File: src/rtl/hld_pkg.sv
// Package for the HSV to LED pulse-width pipeline: shared constants, the hue
// sector type, the stage advance struct and the divide-by-full-scale function.
// Depends on nothing.
package hld_pkg;

	localparam int NUM_STAGES = 10;

	localparam logic [15:0] FULL_SCALE       = 16'hFFFF;
	localparam logic [15:0] HUE_WRAP         = 16'd36000;
	localparam logic [15:0] SECTOR_CDEG      = 16'd6000;
	localparam logic [15:0] HUE_RAMP_SPAN    = 16'd12000;
	localparam logic [10:0] RAMP_ONE         = 11'd1000;
	localparam logic [15:0] PWM_PERIOD_RESET = 16'd1000;

	// Reciprocal constants: x / 6 for x below 2^17, and x / 125 for x below 2^24.
	localparam logic [15:0] DIV6_MUL     = 16'd43691;
	localparam int          DIV6_SHIFT   = 18;
	localparam logic [23:0] DIV125_MUL   = 24'd8589935;
	localparam int          DIV125_SHIFT = 30;

	typedef enum logic [2:0] {
		SECTOR_R_G = 3'd0,
		SECTOR_G_R = 3'd1,
		SECTOR_G_B = 3'd2,
		SECTOR_B_G = 3'd3,
		SECTOR_B_R = 3'd4,
		SECTOR_R_B = 3'd5
	} hld_sector_t;

	// Load enables of the four stages inside one channel scaler.
	typedef struct packed {
		logic s7;
		logic s8;
		logic s9;
		logic s10;
	} hld_adv_t;

	// Truncating division by 65535 of a product of two 16-bit values.
	// The remainder estimate stays below twice the divisor, so one
	// correction is enough.
	function automatic logic [15:0] div_full_scale(input logic [31:0] p);
		logic [16:0] rem;
		rem = {1'b0, p[15:0]} + {1'b0, p[31:16]};
		return p[31:16] + {15'd0, (rem >= {1'b0, FULL_SCALE})};
	endfunction

endpackage

File: src/rtl/hld_channel_scale.sv
// One colour channel of the back end: squaring, inversion for a common-anode
// LED and scaling by the PWM period, over four pipeline stages.
// Depends on hld_pkg.
module hld_channel_scale (
	input  logic              clk,
	input  hld_pkg::hld_adv_t adv,
	input  logic [15:0]       level,
	input  logic [15:0]       period,
	output logic [15:0]       pulse
);

	logic [31:0] sq_s7;
	logic [15:0] inv_s8;
	logic [31:0] prod_s9;
	logic [15:0] pulse_s10;

	always_ff @(posedge clk) begin
		if (adv.s7) begin
			sq_s7 <= level * level;
		end
		if (adv.s8) begin
			inv_s8 <= hld_pkg::FULL_SCALE - hld_pkg::div_full_scale(sq_s7);
		end
		if (adv.s9) begin
			prod_s9 <= inv_s8 * period;
		end
		if (adv.s10) begin
			pulse_s10 <= hld_pkg::div_full_scale(prod_s9);
		end
	end

	assign pulse = pulse_s10;

endmodule

File: config.mk
export PLATFORM = sky130hd
export DESIGN_NAME = hld_channel_scale
export DESIGN_NICKNAME = d
export VERILOG_FILES = /design/src/rtl/hld_pkg.sv /design/src/rtl/hld_channel_scale.sv
export SDC_FILE = /design/constraint.sdc
export NUM_CORES = 1
export LEC_CHECK = 0
export ABC_AREA = 1
export ABC_CLOCK_PERIOD_IN_PS = 7000
export BUFFER_PORTS_ARGS = -buffer_cell sky130_fd_sc_hd__buf_2
export CAP_MARGIN = 10
export CORE_ASPECT_RATIO = 1.2
export CORE_MARGIN = 5
export CORE_UTILIZATION = 35
export DETAILED_ROUTE_END_ITERATION = 12
export SYNTH_ARGS = -nofsm -noshare
export SYNTH_HDL_FRONTEND = slang
export SYNTH_SLANG_ARGS = --single-unit
File: constraint.sdc
create_clock -name clk -period 7 [get_ports clk]
set_input_delay 0.35 -clock clk [delete_from_list [all_inputs] [get_ports clk]]
set_output_delay 0.35 -clock clk [all_outputs]
set_load 0.01 [all_outputs]
==> results.md, run 1 <==
- Outcome: finished, final reports clean
- Post-CTS setup buffer count: 0
- Clk buf depth: 2
- WS Path Type: reg2reg
- Die area: 0.0677 sq mm
- Via count: 16400
- Critical path capture point type: register
- Post-synth EDFFs: 95
- DRC: 0
- Initial Util: 35.3%
- TritonRoute pass-1 iters: 7
- Main synth FF type: edfxtp_1
- Number of max-cap violations: 0
- WP data required: 7090 ps
- Worst-path maximum fanout: 16
- Initial DRC count: 674
- Peak Freq: 168 MHz
- Synth unique cells: 39
- Site Rows: 100
- Clock sinks: 95
- Setup TNS: 0 ps
- Worst slew pin tran: 834 ps
- Final setup violation count: 0
- Gr ovfl total: 0
- Syn Nets: 3409
- Vias in the first global route: 17000
- Largest area contributor in the synthesized netlist: fa_1
- Critical Path Start Type: register
- # nets final: 3385
- Slew margin rel.: 44.4%
- Cts bufs inserted: 9
- Clk root buf: clkbuf_16
- IO Pins: 53
- H-tree levels: 3
- Syn Inst Count: 2777
- Final WL: 49800 um
- Core area: 0.0621 sq mm
- Worst min-delay path class: in2reg
- Initial antenna violation count: 0
- Seq/Total Area, Yosys: 13.0%
- FF-to-FF Start: inv_s8[7]
- Buffers on Ports: 52
- Largest net degree at the start of global routing: 33
- Hold_sp: adv[2]
- Number of diodes: 0
- RSZ-0062 raised after global routing: no
- Slew Limit Fails: 0
- Post-synth ARST share: 0%
- DIE WIDTH: 238 um
- Post-route cell area: 0.0232 sq mm
- Proportion of netlist area held by the largest area contributor: 32.6%
- YS warnings: 0
- CTS tree: built
- DP HPWL: 42900 um
- CP Data Arrival Time: 6050 ps
- Period Utilization, post-route: 85.2%
- Die H: 284 um
- Hold-fix buffers, CTS: 0
- Clk Latency, worst-skew pair: 350 ps
- Post-layout minimum cycle time: 5960 ps
- DR vias/cell: 4.59
- Setup Skew: 12.3 ps
- Antenna Nets Post-Route: 0
- WL/cell: 13.9 um
- PostCTS Resize Cnt: 0
- Total Routing Usage GR: 15.0%
- First-pass GRT wire length: 83600 um
- Synth area leaders: fa_1, ha_1, inv_1, edfxtp_1, nand2_1
- DP Area: 0.0229 sq mm
- CP Launch Point: inv_s8[7]
- Synth Cell Area: 0.0219 sq mm
- Register bit total from synthesis: 95
- Syn_area_per_cell: 7.89 sq um
- Filler Cells Inserted: 6582
- Final Hold Viols: 0
- Fraction of layout cells with a size suffix above 1: 3.52%
- Clock-pin slew on the worst setup and hold paths: 80 ps
- Routability cong.: 0.891
- Area grow syn2layout: 5.69%
==> sequential cells by signal, indices dropped and copies added (netlist names) <==
signal	flops
prod_s9	32
sq_s7	31
inv_s8	16
pulse	16
==> worst max-delay path, stage by stage (launching register included) <==
cell	delay, ps
edfxtp_1	860
nand2_1	170
fa_1	560
inv_1	60
fa_1	500
inv_1	70
fa_1	530
inv_1	50
fa_1	440
fa_1	490
inv_1	50
fa_1	470
inv_1	40
ha_1	380
nand2_1	140
nor2_1	160
inv_1	80
nor2_1	160
inv_1	70
o21bai_2	170
nand2_1	90
nand3_1	80
nand2_1	90
==> metal layers <==
metal / track usage (%) / routed length [um]
met3: 1.01 / 1060
met2: 29.5 / 27600
met4: 3.19 / 1020
met1: 17.7 / 20200
met5: 0 / 0
==> cell usage after synthesis (2+ instances only) <==
library cell	count
nor2_2	4
ha_1	238
fa_1	357
nor3_1	17
nand2_1	701
xnor2_1	28
nand3b_1	17
nand4_1	15
o21ai_1	3
and2_1	5
clkbuf_1	92
o21a_1	5
inv_1	770
o21ai_0	27
edfxtp_1	95
nor4_1	2
a21boi_0	4
or2_2	3
nand3_1	80
nand3_2	2
a21o_1	9
nand4_2	2
xor2_1	56
nor2_1	123
a21oi_1	83
o21bai_1	16
o21ai_2	6
a31oi_1	6
==> logic make-up after synthesis <==
group	after synthesis	synth area share (%)
simple gates	976	18.2
buf+inv	862	14.8
fa+ha+maj	595	46.2
compound gates	165	4.46
flops	95	13.0
xor+xnor	84	3.36
==> path summary, 6_finish.rpt <==
| path | to | slack, ps | cells after the start |
|---|---|---|---|
| setup / recovery | prod_s9[21] | 1040 | 22 |
| hold / removal | inv_s8[8] | 430 | 1 |
| setup reg to reg | prod_s9[21] | 1040 | 22 |
| hold reg to reg | pulse[0] | 590 | 1 |
==> cell type report <==
cell class | count | area [sq um] | area share, %
clock buffer | 10 | 229 | 0.989
tap | 816 | 1020 | 4.41
clock inverter | 6 | 45.0 | 0.195
sequential | 95 | 2850 | 12.3
timing repair buffer | 57 | 298 | 1.29
inverter | 770 | 2890 | 12.5
multi-input combinational | 1820 | 15800 | 68.3
==> cells in the final DEF, fill, tap and decap left out, types with 16 or more instances in the layout <==
master and n:
buf_2 52, nand3b_1 17, ha_1 238, nor3_1 17, nor2_1 123, a21oi_1 83
xor2_1 56, xnor2_1 28, nand2_1 701, nand3_1 80, o21bai_1 16, edfxtp_1 95
o21ai_0 27, fa_1 357, inv_1 770
==> metrics by stage <==
| stage | hold slack (ps) | utilization, % | setup slack [ps] | instances |
|---|---|---|---|---|
| 6_report | 433 | 37.3 | 1040 | 3574 |
| 5_1_grt | 434 | 37.3 | 679 | 3574 |
| 4_1_cts | 426 | 37.3 | 1010 | 3574 |
| 3_5_place_dp | 587 | 36.9 | 1040 | 3558 |
| 3_3_place_gp | 578 | 36.9 | 1030 | 3558 |
| 2_1_floorplan | 449 | - | 1550 | 2777 |
Power of run 1 is not shown: default switching activity piles up to over one toggle a cycle in this logic, so the estimate is an artifact.
==> run 2: changes to the inputs <==
Settings changed: ABC_CLOCK_PERIOD_IN_PS 7000 to 7150, CTS_BUF_LIST set to sky130_fd_sc_hd__clkbuf_4 sky130_fd_sc_hd__clkbuf_8.
Clock period 7 ns to 7.15 ns, I/O delays scaled along.
==> run 2 against run 1 <==
  * Via count fell by 0.23%
  * Count of clock-buffer cells in the layout fell by 1
  * Cell area fell by 0.34%
  * Hold slack got worse by 30 ps
  * Critical path depth fell by 3
  * Flip-flop and latch count did not move
  * Final cell count did not move
  * Largest cell class unchanged
==> results.md, run 2 (same netlist as run 1, synthesis figures left out) <==
- Worst min-delay path class: in2reg (unchanged)
- Max FFs per register: 32 (unchanged)
- Clock sinks: 95 (unchanged)
- Critical path capture point type: register (unchanged)
- Crit-path slowest cell: edfxtp_1 (unchanged)
- Hold_sp: adv[2] (unchanged)
- Initial Util: 35.3% (unchanged)
- RSZ-0062 raised after global routing: no (unchanged)
- FF-to-FF setup slack: 1090 ps (was 1040 ps)
- DR vias/cell: 4.58 (was 4.59)
- Clock-pin slew on the worst setup and hold paths: 110 ps (was 80 ps)
- PostCTS Resize Cnt: 0 (unchanged)
- Site Rows: 100 (unchanged)
- H-tree levels: 3 (unchanged)
- Setup Skew: 19.3 ps (was 12.3 ps)
- Fraction of layout cells with a size suffix above 1: 3.48% (was 3.52%)
- Critical Path Start Type: register (unchanged)
- Gr ovfl total: 0 (unchanged)
- Period Utilization, post-route: 84.7% (was 85.2%)
- Total Routing Usage GR: 15.2% (was 15.0%)
- Initial antenna violation count: 0 (unchanged)
- Clk Latency, worst-skew pair: 390 ps (was 350 ps)
- Routability cong.: 0.889 (was 0.891)
- Worst Hold End: inv_s8[9] (was inv_s8[8])
- DP Area: 0.0229 sq mm (about the same)
- Clk root buf: clkbuf_8 (was clkbuf_16)
- # nets final: 3384 (was 3385)
- Vias in the first global route: 17100 (was 17000)
- WP data required: 7330 ps (was 7090 ps)
- Post-layout minimum cycle time: 6060 ps (was 5960 ps)
- Cell Chain, Critical Path: nand2_1 > fa_1 > inv_1 > fa_1 > inv_1 > fa_1 > inv_1 > fa_1 > fa_1 > inv_1 > fa_1 > inv_1 > ha_1 > nand2_1 > nor2_1 > inv_1 > nor3_1 > a21oi_1 > xnor2_1 (was nand2_1 > fa_1 > inv_1 > fa_1 > inv_1 > fa_1 > inv_1 > fa_1 > fa_1 > inv_1 > fa_1 > inv_1 > ha_1 > nand2_1 > nor2_1 > inv_1 > nor2_1 > inv_1 > o21bai_2 > nand2_1 > nand3_1 > nand2_1)
- CP delay by family, top: adder cells (unchanged)
- Reg2reg path depth: 19 (was 22)
- Crit-path max cell delay: 940 ps (was 860 ps)
- TritonRoute pass-1 iters: 6 (was 7)
- R2R Path End: prod_s9[18] (was prod_s9[21])
- FF-to-FF Start: inv_s8[7] (unchanged)
- Final Hold Viols: 0 (unchanged)
- Worst-path maximum fanout: 16 (unchanged)
- Minimum hold slack: 402 ps (was 433 ps)
- Worst path bufs/invs: 6 (was 7)
- Final setup violation count: 0 (unchanged)
- Post-route cell area: 0.0231 sq mm (was 0.0232 sq mm)
- DRC: 0 (unchanged)
- Via count: 16400 (about the same)
- WL/cell: 14.1 um (was 13.9 um)
- Slew Limit Fails: 0 (unchanged)
- CP Data Arrival Time: 6240 ps (was 6050 ps)
- Hold depth: 1 (unchanged)
- Die area: 0.0677 sq mm (unchanged)
- IO Pins: 53 (unchanged)
- Slew margin rel.: 39.3% (was 44.4%)
- Clk buf depth: 2 (unchanged)
- DIE WIDTH: 238 um (unchanged)
- Number of max-cap violations: 0 (unchanged)
- Outcome: finished, final reports clean (unchanged)
- Largest regs: prod_s9: 32 flops, sq_s7: 31 flops (unchanged)
- Post-CTS setup buffer count: 0 (unchanged)
- Peak Freq: 165 MHz (was 168 MHz)
- Post-layout util: 37.2% (was 37.3%)
- Filler Cells Inserted: 6511 (was 6582)
- Cts bufs inserted: 9 (unchanged)
- Most flop-heavy register: prod_s9 (unchanged)
- First-pass GRT wire length: 84800 um (was 83600 um)
- Core area: 0.0621 sq mm (unchanged)
- Area grow syn2layout: 5.34% (was 5.69%)
- CTS tree: built (unchanged)
- Final WL: 50600 um (was 49800 um)
- WS Path Type: reg2reg (unchanged)
- Hold-fix buffers, CTS: 0 (unchanged)
- Worst slew pin tran: 910 ps (was 834 ps)
- DP HPWL: 43400 um (was 42900 um)
- Buffers on Ports: 52 (unchanged)
- Die H: 284 um (unchanged)
- Largest net degree at the start of global routing: 33 (unchanged)
- Most frequent cells in the layout: inv_1, nand2_1, fa_1 (unchanged)
- Antenna Nets Post-Route: 0 (unchanged)
- Initial DRC count: 736 (was 674)
- Setup TNS: 0 ps (unchanged)
- Leading cell type in the layout, fill and taps excluded: inv_1 (unchanged)
run 2: changes by cell type in the layout (fill, tap and decap cells not counted), sizes merged:
cell / previous run / this run
bufinv: 0 / 1
clkinvlp: 3 / 1
clkbuf: 10 / 9
diode: 0 / 1
buf: 57 / 56
inv: 772 / 774
run 2: layout make-up:
class | count | area [sq um] | share of cell area [%]
antenna | 1 | 2.50 | 0.0108
clock buffer | 9 | 124 | 0.537
clock inverter | 7 | 76.3 | 0.331
inverter | 770 | 2890 | 12.5
multi-input combinational | 1820 | 15800 | 68.5
sequential | 95 | 2850 | 12.4
tap | 816 | 1020 | 4.42
timing repair buffer | 56 | 290 | 1.26
run 2: per-stage QoR:
step / setup WS (ps) / cells
3_5_place_dp: 1130 / 3557
4_1_cts: 1100 / 3573
3_3_place_gp: 1120 / 3557
2_1_floorplan: 1690 / 2777
5_1_grt: 868 / 3573
6_report: 1090 / 3574
run 2: worst max path at each step:
stage	from	endpoint	slack, ps	cells after the start
2_1_floorplan	level[13]	sq_s7[27]	1690	21
3_3_place_gp	inv_s8[7]	prod_s9[18]	1120	19
3_5_place_dp	inv_s8[7]	prod_s9[18]	1130	19
4_1_cts	inv_s8[7]	prod_s9[18]	1100	19
5_1_grt	inv_s8[7]	prod_s9[21]	870	22
6_report	inv_s8[7]	prod_s9[18]	1090	19
run 2: routing by layer:
layer	vias to the layer above	global-route usage, %	part of all wire, %	wire [um]
met5	-	0	0	0
met3	52	1.22	2.3	1170
met2	232	29.6	55	27900
met1	7953	17.9	40	20300
li1	8139	-	-	-
met4	0	3.54	2.3	1170
run 2: worst register-to-register path, delay by kind of cell (launching register included):
family,cells,cell delay [ps]
AO/OA/AOI/OAI,1,160
AND/OR/NAND/NOR,4,750
XOR/XNOR,1,290
adder cells (fa/ha/maj),7,3370
flip-flops,1,940
buffers and inverters,6,340
Power of run 2 is left out for the same reason.
==> run 3: changes to the inputs <==
Settings changed: ABC_AREA 1 to 0, ABC_CLOCK_PERIOD_IN_PS 7150 to 5700.
Clock period 7.15 ns to 5.7 ns, I/O delays scaled along.
==> run 3 against run 2 <==
  * The run now ends with setup timing left
  * Clock skew decreased by 9.1 ps
  * Utilization is 5.0 points higher
  * First-iteration DRC count down 14%
  * Maximum frequency grew 2.8%
==> results.md, run 3 <==
- Slew margin rel.: 54.3% (was 39.3%)
- Outcome: finished with violations (was finished, final reports clean)
- TritonRoute pass-1 iters: 5 (was 6)
- Synth cell count leaders: inv_1, fa_1, nand2_1 (was inv_1, nand2_1, fa_1)
- Main synth FF type: edfxtp_1 (unchanged)
- Highest metal used: met4 (unchanged)
- Critical Path Start Type: register (unchanged)
- Site Rows: 96 (was 100)
- Final worst slack: -193 ps (was 1090 ps)
- Buffers on Ports: 52 (unchanged)
- DRC: 0 (unchanged)
- Max FFs per register: 32 (unchanged)
- # nets final: 3028 (was 3384)
- Gr ovfl total: 0 (unchanged)
- First-pass GRT wire length: 78500 um (was 84800 um)
- Clk buf depth: 2 (unchanged)
- Number of max-cap violations: 0 (unchanged)
- Antenna Nets Post-Route: 0 (unchanged)
- Post-layout minimum cycle time: 5890 ps (was 6060 ps)
- Peak Freq: 170 MHz (was 165 MHz)
- Via count: 15000 (was 16400)
- Largest regs: prod_s9: 32 flops, sq_s7: 31 flops (unchanged)
- Worst-path maximum fanout: 4 (was 16)
- IO Pins: 53 (unchanged)
- Worst min-delay path class: in2reg (unchanged)
- Routability cong.: 0.864 (was 0.889)
- Post-synth ARST share: 0% (unchanged)
- Reg2reg path depth: 23 (was 19)
- Final setup violation count: 14 (was 0)
- Synth area leaders: fa_1, ha_1, edfxtp_1, inv_1, and2_1 (was fa_1, ha_1, inv_1, edfxtp_1, nand2_1)
- DR vias/cell: 4.77 (was 4.58)
- RSZ-0062 raised after global routing: yes (was no)
- Synth Cell Area: 0.0203 sq mm (was 0.0219 sq mm)
- Fraction of layout cells with a size suffix above 1: 19.5% (was 3.48%)
- Final WL: 46100 um (was 50600 um)
- Hold_sp: adv[2] (unchanged)
- WL/cell: 14.7 um (was 14.1 um)
- CTS tree: built (unchanged)
- Initial Util: 35.3% (about the same)
- Initial DRC count: 635 (was 736)
- Cts bufs inserted: 9 (unchanged)
- Final Hold Viols: 0 (unchanged)
- Proportion of netlist area held by the largest area contributor: 35.3% (was 32.6%)
- Slew Limit Fails: 0 (unchanged)
- Most frequent cell after synthesis: inv_1 (unchanged)
- Most frequent cells in the layout: inv_1, fa_1, buf_4 (was inv_1, nand2_1, fa_1)
- Worst Hold End: inv_s8[0] (was inv_s8[9])
- Syn_area_per_cell: 9.55 sq um (was 7.89 sq um)
- DIE WIDTH: 230 um (was 238 um)
- Setup TNS: -1380 ps (was 0 ps)
- Clock sinks: 95 (unchanged)
- Period Utilization, post-route: 103% (was 84.7%)
- Die H: 273 um (was 284 um)
- Largest area contributor in the synthesized netlist: fa_1 (unchanged)
- Violated checks: setup timing
- FF-to-FF Start: inv_s8[6] (was inv_s8[7])
- Worst slew pin tran: 685 ps (was 910 ps)
- Syn Nets: 2752 (was 3409)
- Seq/Total Area, Yosys: 14.1% (was 13.0%)
- Synth unique cells: 68 (was 39)
- Die area: 0.0628 sq mm (was 0.0677 sq mm)
- Post-layout util: 42.2% (was 37.2%)
- YS warnings: 0 (unchanged)
- Setup Skew: 10.2 ps (was 19.3 ps)
- Clk Latency, worst-skew pair: 400 ps (was 390 ps)
- Clock-pin slew on the worst setup and hold paths: 90 ps (was 110 ps)
- Largest net degree at the start of global routing: 33 (unchanged)
- DP HPWL: 40800 um (was 43400 um)
- Most flop-heavy register: prod_s9 (unchanged)
- Met3 wire length: 1250 um (was 1170 um)
- Area grow syn2layout: 19.4% (was 5.34%)
- Total Routing Usage GR: 15.0% (was 15.2%)
- M1 WL: 18300 um (was 20300 um)
- Critical path capture point type: register (unchanged)
- FF-to-FF setup slack: -190 ps (was 1090 ps)
- WS Path Type: reg2reg (unchanged)
- Met2 WL: 25300 um (was 27900 um)
- Vias in the first global route: 16400 (was 17100)
- Placed Cells incl. Taps: 3082 (was 3557)
- Post-synth EDFFs: 95 (unchanged)
- Hold depth: 1 (unchanged)
- Minimum hold slack: 312 ps (was 402 ps)
- WP data required: 5850 ps (was 7330 ps)
- Register bit total from synthesis: 95 (unchanged)
- H-tree levels: 3 (unchanged)
- Syn Inst Count: 2120 (was 2777)
- Initial antenna violation count: 2 (was 0)
- Core area: 0.0573 sq mm (was 0.0621 sq mm)
- Clk root buf: clkbuf_8 (unchanged)
- CP Data Arrival Time: 6050 ps (was 6240 ps)
- Layout Cells excl Fill: 3138 (was 3574)
- Leading cell type in the layout, fill and taps excluded: inv_1 (unchanged)
- Hold-fix buffers, CTS: 0 (unchanged)
- R2R Path End: prod_s9[30] (was prod_s9[18])
==> run 3: cell type report <==
| class | count | area (sq um) |
|---|---|---|
| well taps | 735 | 920 |
| flip-flops and latches | 95 | 2850 |
| repair buffers | 318 | 2470 |
| inverters | 474 | 1780 |
| clock buffers | 9 | 124 |
| diodes | 2 | 5.00 |
| fillers | 5533 | 33100 |
| multi-input cells | 1498 | 15900 |
| clock inverters | 7 | 96.3 |
==> run 3: worst max-delay path: stages (launching register included) <==
cell and delay (ps):
edfxtp_1 500, buf_4 180, and2_1 150, fa_1 510, inv_1 50, fa_1 520
fa_1 430, fa_1 490, inv_1 50, fa_1 480, inv_1 60, fa_1 520
inv_2 50, ha_4 210, buf_6 120, a21o_1 150, a21oi_2 160, o221ai_2 130
a21o_1 190, o21ai_1 140, buf_4 150, o221a_2 190, o21bai_1 80, xor2_1 160
==> run 3: what timing repair did <==
item / CTS / global route
setup buffers: 17 / 22
setup endpoints to repair: 19 / 22
pin swaps: 39 / 66
gates resized for setup: 57 / 84
hold endpoints to repair: 0 / 0
==> run 3: cells by family after synthesis <==
family                     count (synthesis)  synth area share [%]
buffers and inverters                    527                  9.77
xor gates and xnor gates                 100                  4.32
and+or+nand+nor                          563                  13.6
AOI/OAI and AO/OA                        235                  7.96
adders and majority gates                595                  50.0
DFF                                       95                  14.1
muxes                                      5                 0.259
==> run 3: how the worst max path moves through the flow <==
stage / from / end / slack (ps)
after floorplan: level[1] / sq_s7[26] / -350
after global placement: level[9] / sq_s7[26] / -650
after detailed placement: level[9] / sq_s7[26] / -750
after CTS: inv_s8[7] / prod_s9[25] / -220
after global routing: inv_s8[6] / prod_s9[19] / -400
final: inv_s8[6] / prod_s9[30] / -190
==> run 3: per-layer routing <==
metal,GRT usage [%],vias to the layer above
met1,17.2,7475
met5,0,-
met2,29.2,254
li1,-,7164
met3,1.70,84
met4,4.27,0
==> run 3: per-stage QoR <==
stage	setup WS [ps]	instance area (sq um)
3_3_place_gp	-654	23200
3_5_place_dp	-752	23200
5_1_grt	-395	24200
4_1_cts	-217	23700
6_report	-193	24200
2_1_floorplan	-353	20600
Power of run 3 is left out for the same reason.
